===== src/vpms_pkg.sv =====
// ----------------------------------------------------------------------------
// vpms_pkg
// Shared widths, limits and the state type of the visible pairs counter.
// ----------------------------------------------------------------------------
`default_nettype none

package vpms_pkg;

  localparam int HEIGHT_W = 31;
  localparam int PAIRS_W  = 13;
  localparam int TOTAL_W  = 63;

  localparam logic [TOTAL_W-1:0] TOTAL_MAX = {TOTAL_W{1'b1}};

  typedef enum logic [1:0] {
    ST_IDLE,
    ST_SEARCH,
    ST_FINISH
  } vpms_state_t;

endpackage

`default_nettype wire


===== src/vpms_search.sv =====
// ----------------------------------------------------------------------------
// vpms_search
// Two interleaved binary searches over the stack that share one comparator.
// Search A counts the entries taller than the height, search B the entries
// at least as tall. Reads alternate between them, so the memory is read on
// every cycle while both searches are still running.
// ----------------------------------------------------------------------------
`default_nettype none

module vpms_search
  import vpms_pkg::*;
#(
  parameter int DEPTH = 4096
) (
  input  wire logic                       clk,
  input  wire logic                       rst,
  input  wire logic                       go,
  input  wire logic [$clog2(DEPTH+1)-1:0] size,
  input  wire logic [HEIGHT_W-1:0]        height,
  output logic      [$clog2(DEPTH)-1:0]   raddr,
  input  wire logic [HEIGHT_W-1:0]        rdata,
  output logic                            done,
  output logic      [$clog2(DEPTH+1)-1:0] cnt_gt,
  output logic      [$clog2(DEPTH+1)-1:0] cnt_ge
);

  localparam int CW = $clog2(DEPTH + 1);
  localparam int AW = $clog2(DEPTH);

  logic          busy;
  logic          phase;
  logic          pend_v;
  logic          pend_sel;
  logic [CW-1:0] pend_mid;
  logic [CW-1:0] lo_a, hi_a, lo_b, hi_b;

  logic          done_a, done_b;
  logic [CW:0]   sum_a, sum_b;
  logic [CW-1:0] mid_a, mid_b, mid_sel;
  logic          issue_v;
  logic          pred;
  logic          finish;

  always_comb begin
    done_a  = (lo_a == hi_a);
    done_b  = (lo_b == hi_b);
    sum_a   = {1'b0, lo_a} + {1'b0, hi_a};
    sum_b   = {1'b0, lo_b} + {1'b0, hi_b};
    mid_a   = sum_a[CW:1];
    mid_b   = sum_b[CW:1];
    mid_sel = phase ? mid_b : mid_a;
    issue_v = busy && !(phase ? done_b : done_a);
    raddr   = mid_sel[AW-1:0];
    // Search A looks for taller entries, search B also takes equal ones.
    pred    = (rdata > height) || (pend_sel && (rdata == height));
    finish  = busy && done_a && done_b && !pend_v;
  end

  always_ff @(posedge clk) begin
    if (rst) begin
      busy   <= 1'b0;
      pend_v <= 1'b0;
      done   <= 1'b0;
      phase  <= 1'b0;
    end else begin
      done <= finish;
      if (go) begin
        busy   <= 1'b1;
        pend_v <= 1'b0;
        phase  <= 1'b0;
        lo_a   <= '0;
        hi_a   <= size;
        lo_b   <= '0;
        hi_b   <= size;
      end else if (busy) begin
        phase    <= ~phase;
        pend_v   <= issue_v;
        pend_sel <= phase;
        pend_mid <= mid_sel;
        if (pend_v) begin
          if (!pend_sel) begin
            if (pred) begin
              lo_a <= pend_mid + CW'(1);
            end else begin
              hi_a <= pend_mid;
            end
          end else begin
            if (pred) begin
              lo_b <= pend_mid + CW'(1);
            end else begin
              hi_b <= pend_mid;
            end
          end
        end
        if (finish) begin
          busy <= 1'b0;
        end
      end
    end
  end

  assign cnt_gt = lo_a;
  assign cnt_ge = lo_b;

endmodule

`default_nettype wire


===== config.mk =====
export PLATFORM = sky130hd
export DESIGN_NAME = vpms_search
export DESIGN_NICKNAME = d
export VERILOG_FILES = /design/src/vpms_pkg.sv /design/src/vpms_search.sv
export SDC_FILE = /design/constraint.sdc
export NUM_CORES = 1
export LEC_CHECK = 0
export ABC_AREA = 1
export ABC_CLOCK_PERIOD_IN_PS = 6400
export BUFFER_PORTS_ARGS = -buffer_cell sky130_fd_sc_hd__buf_2
export CAP_MARGIN = 30
export CORE_MARGIN = 5
export CORE_UTILIZATION = 25
export DETAILED_ROUTE_END_ITERATION = 10
export PLACE_DENSITY = 0.44
export SLEW_MARGIN = 0
export SYNTH_ARGS = -nofsm -noshare
export SYNTH_HDL_FRONTEND = slang
export SYNTH_SLANG_ARGS = --single-unit

===== constraint.sdc =====
create_clock -name clk -period 6.4 [get_ports clk]
set_input_delay 1.28 -clock clk [delete_from_list [all_inputs] [get_ports clk]]
set_output_delay 1.28 -clock clk [all_outputs]
set_load 0.01 [all_outputs]

## After elaboration in Yosys (flattened, before gate mapping)

Cells that the tools add are included.

| storage, ports and cells | value |
|---|---|
| bits in registers | 70 |
| input bits | 78 |
| word-level logic and storage cells | 61 |

| cells by class | value |
|---|---|
| add/sub/neg operators | 3 |
| magnitude comparators | 1 |
| eq/ne operators | 5 |
| multiplexer cells | 21 |
| bitwise gates (word level) | 3 |
| reduce and logical (&&, ||, !) cells | 18 |

Operator list:

| operator | number |
|---|---|
| 13-bit two-way mux | 17 |
| 31-bit equality test | 1 |
| 31-bit > comparator | 1 |
| 13-bit by 13-bit adder with 14-bit output | 2 |
| 13-bit equality test | 2 |
| 5-bit AND reduction | 4 |
| 13-bit by 1-bit adder with 13-bit output, second input constant | 1 |
| 2-bit nonzero test | 4 |
| 1-bit logical AND | 5 |
| 1-bit two-way mux | 4 |
| 2-bit inequality test, second input constant | 2 |
| 1-bit NOT | 3 |
| 3-bit AND reduction | 1 |
| 1-bit logical NOT | 2 |
| 2-bit OR reduction | 1 |
| 1-bit logical OR | 1 |

## Logic depth before layout (Yosys ltp)

Gate-level depths: netlist of the first run.

| depth | value |
|---|---|
| word-level depth | 8 |
| depth in mapped cells | 15 |
| mapped depth without buffers | 15 |

## Worst setup path after synthesis of the first run

OpenSTA, ideal clock, no wires.

| timing | value |
|---|---|
| path kind | input-to-reg |
| from | input port height[30] |
| to | register lo_b[0] (netlist: cnt_ge[0]), enable pin |
| library setup time | 0.387 ns |
| arrival time | 2.915 ns |
| data required time | 6.013 ns |
| setup slack | 3.098 ns |
| stages | 12 |
| path buffers | 0 |
| cell sequence | inv_1 ha_1 nand2_1 nor2_2 nand4_2 inv_2 nand2_2 nor2_2 nand2_1 nand2_1 nand2_1 a21oi_1 |

| on the way | value |
|---|---|
| longest elaborated chain between the ends | 5 |

RTL lines:

| element | line | text |
|---|---|---|
| start: declaration | vpms_search.sv:19 | `input wire logic [HEIGHT_W-1:0] height,` |
| parallel branches: the longest is 2 deep, another holds 31-bit > comparator | n/a |  |
| 1-bit logical OR (*) | vpms_search.sv:55 | `pred = (rdata > height) \|\| (pend_sel && (rdata == height));` |
| 2-bit nonzero test (no line) (*) | n/a |  |
| 5-bit AND reduction (no line) (*) | n/a |  |
| end signal: assignment | vpms_search.sv:89 | `lo_b <= pend_mid + CW'(1);` |
| end: declaration | vpms_search.sv:35 | `logic [CW-1:0] lo_a, hi_a, lo_b, hi_b;` |

Mark *: on every way between the ends.
A chain may end at the register's enable or synchronous reset.

## Final worst setup path of the first run

| timing | value |
|---|---|
| from | register lo_b[0] (netlist: cnt_ge[0]) |
| to | output port raddr[11] |

| on the way | value |
|---|---|
| longest elaborated chain between the ends | 2 |

RTL lines:

| element | line | text |
|---|---|---|
| 13-bit by 13-bit adder with 14-bit output | vpms_search.sv:48 | `sum_b = {1'b0, lo_b} + {1'b0, hi_b};` |
| 13-bit two-way mux | vpms_search.sv:51 | `mid_sel = phase ? mid_b : mid_a;` |
| end: declaration | vpms_search.sv:20 | `output logic [$clog2(DEPTH)-1:0] raddr,` |

Every way passes these cells.

==> metrics.log, run 1 <==
[metrics] quantity of gates resized following cts: 0
[metrics] Worst VDD drop: 0.135 mV
[metrics] Worst Hold Slack: 0.512 ns
[metrics] maximum number of pins on one net before global-route repair: 31
[metrics] maximum fanout along the worst path: 3
[metrics] simple-gate share of the synthesized area: between 20% and 30%
[metrics] cells taking the most area after synthesis: edfxtp_1, ha_1, nand2_1
[metrics] proportion of total power due to net switching: about 27%
[metrics] data required time at the worst endpoint: a little over 5 ns
[metrics] normalized max-slew margin: approximately 45%
[metrics] final number of hold-violating endpoints: 0
[metrics] sequential share of power: 41.0%
[metrics] actual slew at the worst max-slew pin: 0.831 ns
[metrics] share of the yosys chip area belonging to registers: roughly 40%
[metrics] net count after synthesis: 764
[metrics] GR Util All Layers: between 10% and 20%
[metrics] count of distinct cell types in the synthesized netlist: 39
[metrics] parity-gate share of the synthesized area counting xor and xnor cells: 0.340%
[metrics] final WL: ~16,000 um
[metrics] source-to-sink clock delay at the later pin of the worst-skew pair: between 0.3 and 0.4 ns
[metrics] Yosys top cell by area: edfxtp_1
[metrics] net total in the final layout: roughly 900
[metrics] number of antenna violations at the first check in global routing: 0
[metrics] Initial Util: roughly 25%
[metrics] via count of the first global-routing pass: around 4,500
[metrics] achievable clock frequency: between 200 and 300 MHz
[metrics] Adder-Cell Fraction of Synth Area: 14.9%
[metrics] number of buffers inserted by post-CTS setup repair: 0
[metrics] global-route congestion overflow total: 0
[metrics] Sinks on Clock Net: 70
[metrics] Antenna Violating Nets Remaining: 0
[metrics] cell count after synthesis: about 630
[metrics] final clock skew: between 0.01 and 0.015 ns
[metrics] fill cell instance count of the final layout: 2,175
[metrics] worst hold path type: register to register
[metrics] signed area change from the synthesized netlist to the final layout: 21.9%
[metrics] drt first-iter violations: 280
[metrics] Clock Power Share: about two fifths
[metrics] startpoint type of the worst setup path: register
[metrics] setup_tns: 0 ns
[metrics] standard-cell row count: 52
[metrics] critical path data arrival time: approximately 2.5 ns
[metrics] netlist area before placement: 0.00515 sq mm
[metrics] H-tree levels: 3
[metrics] Gate power share: between 10% and 20%
[metrics] DP Wirelength: about 12,000 um
[metrics] synth cell count leaders: nand2_1, inv_1, edfxtp_1
[metrics] leakage: around 2.9 nW
[metrics] height of the chip: ~150 um
[metrics] PortBufs: between 100 and 150
[metrics] smallest setup slack after layout: 2.60 ns
[metrics] Residual DRC: 0
[metrics] cell-internal power: approximately 0.00096 W
[metrics] EDFF count, synth: 66
[metrics] mean post-synth cell area: approximately 8.2 sq um
[metrics] main combinational cell family by area after synthesis: simple AND/OR/NAND/NOR gates
[metrics] Die W: between 150 and 200 um
[metrics] P per Cell Area: around 210 mW/mm^2
[metrics] period utilization: about three fifths
[metrics] share of flip-flops with an asynchronous set or reset after synthesis: 0%
[metrics] reported max-cap violation count: 0
[metrics] dominant cell by count in the synthesized netlist: nand2_1
[metrics] setup repair after global routing missed its margin: false
[metrics] # setup viols final: 0
[metrics] vias after detailed routing: roughly 4,500
[metrics] area enclosed by the die boundary: about 0.024 sq mm
[metrics] CTS hold repair buffers: 0
[metrics] routed vias/inst: roughly 4.4
[metrics] fraction of layout cells with a size suffix above 1: a little over a fifth
[metrics] final period demand of the worst path: 3.80 ns
[metrics] multiplexer share of the synthesized area: less than 1%
[metrics] worst slack at placement: about 2.4 ns
[metrics] Placed Instances: approximately 1,000
[metrics] wire length of the first global-routing pass: 24,100 um
[metrics] I/O pin total: 117
[metrics] number of buffers on the longest clock path: 2
[metrics] count of state elements after synthesis: 70
[metrics] sw power: between 0.0003 and 0.0004 W
[metrics] number of clock buffers inserted by TritonCTS: 9
[metrics] Clock transition at path regs: around 0.050 ns
[metrics] RD Place Congestion: 0.847
[metrics] result of the run: finished clean
[metrics] fraction of the mapped netlist area in compound gates: 14.2%
[metrics] Setup CP Type: register to primary output
[metrics] Yosys warning count: 0
[metrics] number of max-slew violations in the final report: 0
[metrics] endpoint class of the critical path: primary output
[metrics] final instance count without filler cells: just over 1,000
[metrics] TritonCTS clock tree: built
[metrics] post-detailed-route wirelength per cell: 15.3 um
[metrics] top-area cell type share of the netlist area: roughly two fifths
[metrics] Core Footprint: 0.0202 sq mm
[metrics] diode count: 0
[metrics] Detailed Routing Iterations Pass 1: 4
[metrics] top flip-flop cell by instance count after synthesis: edfxtp_1
[metrics] cell at the root of the clock tree: clkbuf_16
## stage by stage
step	total power (W)	instance area (sq um)	util, %
after detailed placement	0.000807	5970	29.5
after global placement	0.000809	5970	29.5
after floorplan	0.000720	5150	-
final	0.00131	6270	31.0
after global routing	0.00139	6270	31.0
after CTS	0.00133	6270	31.0
## final timing paths
| path | slack (ns) | cells after the start | from | endpoint |
|---|---|---|---|---|
| worst max-delay path | 2.60 | 11 | cnt_ge[0]$_SDFFCE_PP0P_ | raddr[11] |
| worst min-delay path | 0.51 | 2 | busy$_SDFF_PP0_ | done$_SDFF_PP0_ |
| worst max register to register | 4.12 | 6 | busy$_SDFF_PP0_ | cnt_gt[6]$_SDFFCE_PP0P_ |
| worst min register to register | 0.51 | 2 | busy$_SDFF_PP0_ | done$_SDFF_PP0_ |
## layout by cell type, fill, tap and decap left out, types with 10 or more instances in the layout
cell type,synthesis,layout
o21ai_1,11,11
o21ai_0,42,42
edfxtp_1,66,66
nand3_1,31,31
nand2_1,126,126
nor2_1,64,64
nor3_1,10,10
inv_1,87,87
ha_1,58,58
buf_2,3,116
a21oi_1,54,54
## area by class of cell
class,count,area (sq um),share of cell area [%]
timing repair buffer,119,603,9.61
multi-input combinational,448,2630,41.9
clock inverter,5,73.8,1.18
clock buffer,11,233,3.71
tap,270,338,5.38
sequential,70,2060,32.9
inverter,90,338,5.38
## sequential cells by signal, summed over array words and instances (netlist names)
signal	cells
done	1
cnt_ge	13
pend_v	1
busy	1
hi_a	13
phase	1
pend_sel	1
hi_b	13
pend_mid	13
cnt_gt	13
## critical path, cell delays in order (launching register included)
cell	delay (ns)
edfxtp_1	0.36
ha_1	0.25
inv_1	0.07
fa_1	0.38
inv_1	0.13
nand3_1	0.11
nand2_1	0.17
nand3_1	0.10
nand3_1	0.15
nor2_1	0.06
o21ai_1	0.23
buf_2	0.18
## kinds of logic (layout without fill, tap and decap cells)
| kind of cell | after synthesis | count (layout) |
|---|---|---|
| fa+ha+maj | 60 | 60 |
| buf+inv | 108 | 225 |
| simple gates | 255 | 255 |
| compound gates | 130 | 130 |
| flops | 70 | 70 |
| mux | 1 | 1 |
| xor+xnor | 2 | 2 |
## power by group through the flow
stage / sequential [W] / clock (W) / combinational, W
after floorplan: 0.000545 / 0 / 0.000175
after global placement: 0.000547 / 0 / 0.000262
after detailed placement: 0.000547 / 0 / 0.000261
after CTS: 0.000538 / 0.000534 / 0.000262
after global routing: 0.000539 / 0.000556 / 0.000294
final: 0.000538 / 0.000517 / 0.000257
## metal layers
layer / vias to the layer above / global-route usage (%) / part of all wire, %
met3: 16 / 2.81 / 5.4
met4: 0 / 3.70 / 1.5
met5: - / 0 / 0
li1: 2335 / - / -
met1: 2020 / 17.6 / 47
met2: 121 / 21.2 / 46
Power figures use the tool's default switching activity.
==> run 2, diff against run 1 <==
--- a/config.mk
+++ b/config.mk
@@ -5,14 +5,14 @@
 export SDC_FILE = /design/constraint.sdc
 export NUM_CORES = 1
 export LEC_CHECK = 0
-export ABC_AREA = 1
-export ABC_CLOCK_PERIOD_IN_PS = 6400
+export ABC_AREA = 0
+export ABC_CLOCK_PERIOD_IN_PS = 3070
 export BUFFER_PORTS_ARGS = -buffer_cell sky130_fd_sc_hd__buf_2
 export CAP_MARGIN = 30
 export CORE_MARGIN = 5
 export CORE_UTILIZATION = 25
 export DETAILED_ROUTE_END_ITERATION = 10
-export PLACE_DENSITY = 0.44
+export PLACE_DENSITY = 0.46
 export SLEW_MARGIN = 0
 export SYNTH_ARGS = -nofsm -noshare
 export SYNTH_HDL_FRONTEND = slang
==> constraint.sdc (replaced) <==
create_clock -name clk -period 3.07 [get_ports clk]
set_input_delay 0.614 -clock clk [delete_from_list [all_inputs] [get_ports clk]]
set_output_delay 0.614 -clock clk [all_outputs]
set_load 0.01 [all_outputs]
==> metrics.log, run 2 <==
[metrics] final number of hold-violating endpoints: 0 (unchanged)
[metrics] wire length of the first global-routing pass: 22,300 um (was 24,100 um)
[metrics] main combinational cell family by area after synthesis: adder cells (was simple AND/OR/NAND/NOR gates)
[metrics] Worst Hold Slack: 0.496 ns (was 0.512 ns)
[metrics] DP Wirelength: 11,400 um (was 12,400 um)
[metrics] worst hold path type: register to register (unchanged)
[metrics] top-area cell type share of the netlist area: 41.1% (was 38.5%)
[metrics] data required time at the worst endpoint: 2.46 ns (was 5.12 ns)
[metrics] Sequential Area: 0.00206 sq mm (unchanged)
[metrics] final period demand of the worst path: about 3.2 ns
[metrics] vias after detailed routing: 3,939 (was 4,492)
[metrics] share of flip-flops with an asynchronous set or reset after synthesis: 0% (unchanged)
[metrics] commonest non-fill, non-tap cells in the layout: buf_2, edfxtp_1, ha_1, inv_1, nor2_1 (was nand2_1, buf_2, inv_1, edfxtp_1, nor2_1)
[metrics] Initial Util: 25.6% (was 25.4%)
[metrics] endpoint class of the critical path: primary output (unchanged)
[metrics] startpoint type of the worst setup path: register (unchanged)
[metrics] number of antenna violations at the first check in global routing: 1 (was 0)
[metrics] Core Footprint: 0.0188 sq mm (was 0.0202 sq mm)
[metrics] area enclosed by the die boundary: 0.0222 sq mm (was 0.0236 sq mm)
[metrics] net total in the final layout: 738 (was 876)
[metrics] top flip-flop cell by instance count after synthesis: edfxtp_1 (unchanged)
[metrics] cell at the root of the clock tree: clkbuf_16 (unchanged)
[metrics] reported max-cap violation count: 0 (unchanged)
[metrics] Min-Delay Path Depth: 0 (was 2)
[metrics] leakage: 2.66 nW (was 2.91 nW)
[metrics] drt first-iter violations: 202 (was 280)
[metrics] I/O pin total: 117 (unchanged)
[metrics] cell-internal power: 0.00196 W (was 0.000959 W)
[metrics] netlist area before placement: 0.00482 sq mm (was 0.00515 sq mm)
[metrics] Design Area, Final: 0.00642 sq mm (was 0.00627 sq mm)
[metrics] Yosys top cell by area: edfxtp_1 (unchanged)
[metrics] proportion of total power due to net switching: 27.8% (was 26.9%)
[metrics] post-detailed-route wirelength per cell: 16.6 um (was 15.3 um)
[metrics] final clock skew: 0.00604 ns (was 0.0103 ns)
[metrics] # setup viols final: 4 (was 0)
[metrics] Clock Power Share: 33.5% (was 39.4%)
[metrics] maximum fanout along the worst path: 4 (was 3)
[metrics] achievable clock frequency: approximately 310 MHz
[metrics] critical path data arrival time: 2.60 ns (was 2.52 ns)
[metrics] Clock transition at path regs: 0.05 ns (about the same)
[metrics] cells taking the most area after synthesis: edfxtp_1, ha_1, a21oi_1 (was edfxtp_1, ha_1, nand2_1)
[metrics] Gate power share: 24.8% (was 19.6%)
[metrics] count of distinct cell types in the synthesized netlist: 47 (was 39)
[metrics] fraction of layout cells with a size suffix above 1: 35.5% (was 21.7%)
[metrics] synth cell count leaders: edfxtp_1, ha_1, inv_1 (was nand2_1, inv_1, edfxtp_1)
[metrics] net count after synthesis: 602 (was 764)
[metrics] Yosys warning count: 0 (unchanged)
[metrics] Residual DRC: 0 (unchanged)
[metrics] sw power: 0.000756 W (was 0.000353 W)
[metrics] Sinks on Clock Net: 70 (unchanged)
[metrics] number of clock buffers inserted by TritonCTS: 9 (unchanged)
[metrics] H-tree levels: 3 (unchanged)
[metrics] Worst VDD drop: 0.175 mV (was 0.135 mV)
[metrics] simple-gate share of the synthesized area: 12.5% (was 21.5%)
[metrics] cell area after placement: 0.00593 sq mm (was 0.00597 sq mm)
[metrics] sequential share of power: 41.7% (was 41.0%)
[metrics] routed vias/inst: 4.55 (was 4.43)
[metrics] result of the run: finished, violations left (was finished clean)
[metrics] number of buffers on the longest clock path: 2 (unchanged)
[metrics] setup_tns: -0.304 ns (was 0 ns)
[metrics] height of the chip: 149 um (was 153 um)
[metrics] PortBufs: 116 (unchanged)
[metrics] worst reg-to-reg path cell count: 9 (was 6)
[metrics] maximum number of pins on one net before global-route repair: 24 (was 31)
[metrics] cell count after synthesis: 464 (was 626)
[metrics] mean post-synth cell area: 10.4 sq um (was 8.22 sq um)
[metrics] failing checks: setup timing
[metrics] actual slew at the worst max-slew pin: 0.674 ns (was 0.831 ns)
[metrics] via count of the first global-routing pass: 4,193 (was 4,470)
[metrics] TritonCTS clock tree: built (unchanged)
[metrics] parity-gate share of the synthesized area counting xor and xnor cells: 4.54% (was 0.340%)
[metrics] signed area change from the synthesized netlist to the final layout: 33.3% (was 21.9%)
[metrics] final WL: 14,400 um (was 15,500 um)
[metrics] most common cell after layout, fill and taps aside: buf_2 (was nand2_1)
[metrics] standard-cell row count: 50 (was 52)
[metrics] P per Cell Area: 423 mW/mm^2 (was 209 mW/mm^2)
[metrics] Die W: 149 um (was 153 um)
[metrics] setup repair after global routing missed its margin: true (was false)
[metrics] worst slack at placement: -0.0892 ns (was 2.40 ns)
[metrics] share of the yosys chip area belonging to registers: 42.8% (was 40.1%)
[metrics] Adder-Cell Fraction of Synth Area: 15.9% (was 14.9%)
[metrics] fraction of the mapped netlist area in compound gates: 12.9% (was 14.2%)
[metrics] area of the multi-input gates: 0.00271 sq mm (was 0.00263 sq mm)
[metrics] source-to-sink clock delay at the later pin of the worst-skew pair: 0.34 ns (was 0.35 ns)
[metrics] EDFF count, synth: 66 (unchanged)
[metrics] normalized max-slew margin: 54.9% (was 44.6%)
[metrics] fill cell instance count of the final layout: 1,945 (was 2,175)
[metrics] GR Util All Layers: 13.0% (about the same)
[metrics] count of state elements after synthesis: 70 (unchanged)
[metrics] multiplexer share of the synthesized area: 5.17% (was 0.194%)
[metrics] smallest setup slack after layout: -0.146 ns (was 2.60 ns)
[metrics] Antenna Violating Nets Remaining: 0 (unchanged)
[metrics] global-route congestion overflow total: 0 (unchanged)
[metrics] Setup CP Type: register to primary output (unchanged)
[metrics] dominant cell by count in the synthesized netlist: edfxtp_1 (was nand2_1)
[metrics] number of max-slew violations in the final report: 0 (unchanged)
[metrics] period utilization: 105%
[metrics] CTS hold repair buffers: 0 (unchanged)
[metrics] RD Place Congestion: 0.776 (was 0.847)
[metrics] Detailed Routing Iterations Pass 1: 4 (unchanged)
## run 2: power groups by stage
stage / Combinational, W / Clock [W] / Sequential, W
floorplan: 0.000407 / 0 / 0.00115
global placement: 0.000609 / 0 / 0.00115
detailed placement: 0.000622 / 0 / 0.00115
CTS: 0.000662 / 0.000940 / 0.00113
global route: 0.000742 / 0.000982 / 0.00114
finish: 0.000673 / 0.000909 / 0.00113
## run 2: kinds of logic after synthesis
group           Yosys count
compound gates          100
xor+xnor                 25
fa+ha+maj                60
buf+inv                  69
flops                    70
mux                      23
simple gates            117
## run 2: worst paths after layout
check | from | endpoint | slack, ns
setup / recovery | cnt_gt[0]$_SDFFCE_PP0P_ | raddr[11] | -0.15
hold / removal | phase$_SDFFE_PP0P_ | pend_sel$_DFFE_PP_ | 0.50
setup reg to reg | cnt_gt[0]$_SDFFCE_PP0P_ | pend_mid[11]$_DFFE_PP_ | 0.75
hold reg to reg | phase$_SDFFE_PP0P_ | pend_sel$_DFFE_PP_ | 0.50
## run 2: per-stage QoR
step	std cells	power (W)	utilization, %
after floorplan	464	0.00156	-
after global placement	841	0.00176	31.5
after detailed placement	841	0.00177	31.5
after CTS	861	0.00274	33.7
after global routing	865	0.00286	34.1
final	866	0.00272	34.1
## run 2: area by class of cell
type                            count  area share, %
Timing Repair Buffer              149           14.1
Antenna cell                        1         0.0390
Multi-Input combinational cell    325           42.2
Tap cell                          260           5.06
Sequential cell                    70           32.1
Clock inverter                      3          0.175
Inverter                           45           2.63
Clock buffer                       13           3.74
## run 2: timing repair
action / in CTS / in global routing
pin swaps: 11 / 10
gates resized for setup: 29 / 9
setup endpoints to repair: 7 / 6
buffers inserted: 4 / 5
endpoints found under the hold margin: 0 / 0
## run 2: worst max-delay path, stage by stage (launching register included)
cell and delay, ns:
edfxtp_1 0.39, ha_2 0.21, inv_2 0.06, fa_2 0.20
nor2b_2 0.05, o31a_1 0.31, o311a_1 0.32, o21a_1 0.21
mux2i_1 0.13, o22ai_2 0.24, buf_6 0.14
## run 2: metal layers
layer | vias to the layer above | part of all wire [%] | global-route usage [%]
li1 | 1975 | - | -
met1 | 1813 | 44 | 15.8
met2 | 129 | 47 | 21.8
met3 | 20 | 7.2 | 3.98
met4 | 2 | 2.1 | 4.81
met5 | - | 0.14 | 0
==> run 3, diff against run 2 <==
==> constraint.sdc (replaced) <==
create_clock -name clk -period 3.07 [get_ports clk]
set_input_delay 0.614 -clock clk [delete_from_list [all_inputs] [get_ports clk]]
set_output_delay 0.614 -clock clk [all_outputs]
set_load 0.02 [all_outputs]
==> metrics.log, run 3 (synthesis gave the netlist of run 2 again) <==
[metrics] result of the run: finished, violations left (unchanged)
[metrics] failing checks: setup timing (unchanged)
[metrics] normalized max-slew margin: 60.7% (was 54.9%)
[metrics] # setup viols final: 4 (unchanged)
[metrics] vias after detailed routing: 3,920 (was 3,939)
[metrics] Initial Util: 25.6% (unchanged)
[metrics] end of the worst register-to-register path: pend_mid[11]$_DFFE_PP_ (unchanged)
[metrics] smallest setup slack after layout: -0.193 ns (was -0.146 ns)
[metrics] worst reg-to-reg path cell count: 9 (unchanged)
[metrics] worst hold path type: register to register (unchanged)
[metrics] proportion of total power due to net switching: 28.1% (was 27.8%)
[metrics] setup repair after global routing missed its margin: true (unchanged)
[metrics] net total in the final layout: 740 (was 738)
[metrics] Core Footprint: 0.0188 sq mm (unchanged)
[metrics] maximum fanout along the worst path: 4 (unchanged)
[metrics] drt first-iter violations: 184 (was 202)
[metrics] Antenna Violating Nets Remaining: 0 (unchanged)
[metrics] final design utilization: 34.5% (was 34.1%)
[metrics] DP Wirelength: 11,400 um (about the same)
[metrics] P per Cell Area: 434 mW/mm^2 (was 423 mW/mm^2)
[metrics] Min-Delay Path Depth: 0 (unchanged)
[metrics] sequential share of power: 40.2% (was 41.7%)
[metrics] wire length of the first global-routing pass: 22,300 um (about the same)
[metrics] Met3 Wirelength: 1140 um (was 1030 um)
[metrics] Clock Power Share: 34.0% (was 33.5%)
[metrics] min-delay src: phase$_SDFFE_PP0P_ (unchanged)
[metrics] height of the chip: 149 um (unchanged)
[metrics] period utilization: 106% (was 105%)
[metrics] met2 WL post-DR: 6770 um (was 6780 um)
[metrics] fraction of layout cells with a size suffix above 1: 37.9% (was 35.5%)
[metrics] RD Place Congestion: 0.787 (was 0.776)
[metrics] actual slew at the worst max-slew pin: 0.587 ns (was 0.674 ns)
[metrics] Die W: 149 um (unchanged)
[metrics] sw power: 0.000794 W (was 0.000756 W)
[metrics] routed vias/inst: 4.52 (was 4.55)
[metrics] Gate power share: 25.8% (was 24.8%)
[metrics] Worst VDD drop: 0.210 mV (was 0.175 mV)
[metrics] final period demand of the worst path: 3.26 ns (was 3.22 ns)
[metrics] final WL: 14,400 um (about the same)
[metrics] cell at the root of the clock tree: clkbuf_16 (unchanged)
[metrics] standard-cell row count: 50 (unchanged)
[metrics] leakage: 2.68 nW (was 2.66 nW)
[metrics] worst-case register-to-register setup slack: 0.68 ns (was 0.75 ns)
[metrics] top metal layer carrying routed signals: met5 (unchanged)
[metrics] global-route congestion overflow total: 0 (unchanged)
[metrics] final number of hold-violating endpoints: 0 (unchanged)
[metrics] critical path data arrival time: 2.65 ns (was 2.60 ns)
[metrics] worst reg2reg path startpoint: cnt_gt[0]$_SDFFCE_PP0P_ (unchanged)
[metrics] endpoint class of the critical path: primary output (unchanged)
[metrics] post-route met1 wirelength: 6250 um (was 6270 um)
[metrics] cell-internal power: 0.00203 W (was 0.00196 W)
[metrics] GR Util All Layers: 13.0% (about the same)
[metrics] H-tree levels: 3 (unchanged)
[metrics] number of max-slew violations in the final report: 0 (unchanged)
[metrics] source-to-sink clock delay at the later pin of the worst-skew pair: 0.33 ns (was 0.34 ns)
[metrics] maximum number of pins on one net before global-route repair: 24 (unchanged)
[metrics] signed area change from the synthesized netlist to the final layout: 34.9% (was 33.3%)
[metrics] Clock transition at path regs: 0.06 ns (was 0.05 ns)
[metrics] worst min-delay path endpoint: pend_sel$_DFFE_PP_ (unchanged)
[metrics] TritonCTS clock tree: built (unchanged)
[metrics] setup_tns: -0.429 ns (was -0.304 ns)
[metrics] achievable clock frequency: 307 MHz (was 311 MHz)
[metrics] post-detailed-route wirelength per cell: 16.6 um (about the same)
[metrics] Residual DRC: 0 (unchanged)
[metrics] reported max-cap violation count: 0 (unchanged)
[metrics] PortBufs: 116 (unchanged)
[metrics] Sinks on Clock Net: 70 (unchanged)
[metrics] I/O pin total: 117 (unchanged)
[metrics] via count of the first global-routing pass: 4,196 (was 4,193)
[metrics] final clock skew: 0.0102 ns (was 0.00604 ns)
[metrics] Setup CP Type: register to primary output (unchanged)
[metrics] commonest non-fill, non-tap cells in the layout: buf_2, edfxtp_1, ha_1, inv_1, nor2_1 (unchanged)
[metrics] data required time at the worst endpoint: 2.46 ns (about the same)
[metrics] number of antenna violations at the first check in global routing: 2 (was 1)
[metrics] diode count: 0 (was 1)
[metrics] number of buffers on the longest clock path: 2 (unchanged)
[metrics] most common cell after layout, fill and taps aside: buf_2 (unchanged)
[metrics] area enclosed by the die boundary: 0.0222 sq mm (unchanged)
[metrics] Detailed Routing Iterations Pass 1: 4 (unchanged)
[metrics] number of clock buffers inserted by TritonCTS: 9 (unchanged)
[metrics] startpoint type of the worst setup path: register (unchanged)
-- run 3: worst max path at each step --
stage / slack [ns] / end / from
final: -0.19 / raddr[11] / cnt_gt[0]$_SDFFCE_PP0P_
after global placement: -0.006 / hi_b[6]$_DFFE_PP_ / height[26]
after global routing: -0.34 / raddr[11] / hi_a[0]$_DFFE_PP_
after floorplan: 0.008 / hi_b[0]$_DFFE_PP_ / height[26]
after detailed placement: -0.11 / hi_b[7]$_DFFE_PP_ / height[26]
after CTS: -0.26 / raddr[11] / cnt_gt[0]$_SDFFCE_PP0P_
-- run 3: worst max-delay path, cell delays in order, from the launching register on --
cell	delay, ns
edfxtp_1	0.39
ha_2	0.21
inv_2	0.05
fa_2	0.21
nor2b_2	0.05
o31a_1	0.35
o311a_1	0.32
o21a_1	0.21
mux2i_1	0.14
o22ai_2	0.22
buf_6	0.16
-- run 3: per-stage QoR --
step	worst slack, ns	cells	hold WS [ns]	cell area (sq um)	total power, W
floorplan	0.00831	464	0.406	4920	0.00159
global placement	-0.00645	842	0.469	5940	0.00180
detailed placement	-0.107	842	0.474	5940	0.00181
CTS	-0.257	861	0.492	6390	0.00283
global route	-0.335	867	0.505	6500	0.00297
finish	-0.193	867	0.493	6500	0.00282
-- run 3: what timing repair did --
item / CTS / global route
setup buffers: 5 / 6
setup endpoints to repair: 7 / 7
pin swaps: 15 / 10
hold buffers: 0 / 0
resized for setup: 40 / 14
endpoints found under the hold margin: 0 / 0
-- run 3: metal layers --
metal	track usage, %	vias to the layer above
met3	3.86	15
met2	22.0	130
met5	0	-
met1	16.0	1798
li1	-	1973
met4	3.66	4
-- run 3: power groups by stage --
stage	Sequential [W]	Combinational (W)	Clock, W
after floorplan	0.00116	0.000432	0
after global placement	0.00115	0.000647	0
after detailed placement	0.00115	0.000659	0
after CTS	0.00113	0.000708	0.000985
after global routing	0.00114	0.000804	0.00103
final	0.00113	0.000729	0.000959
-- run 3: area by class of cell --
class                   instances  area, sq um
fillers                      1930        12300
multi-input cells             325         2750
flip-flops and latches         70         2060
repair buffers                151          930
well taps                     260          325
clock buffers                  15          268
inverters                      45          169
clock inverters                 1         5.00
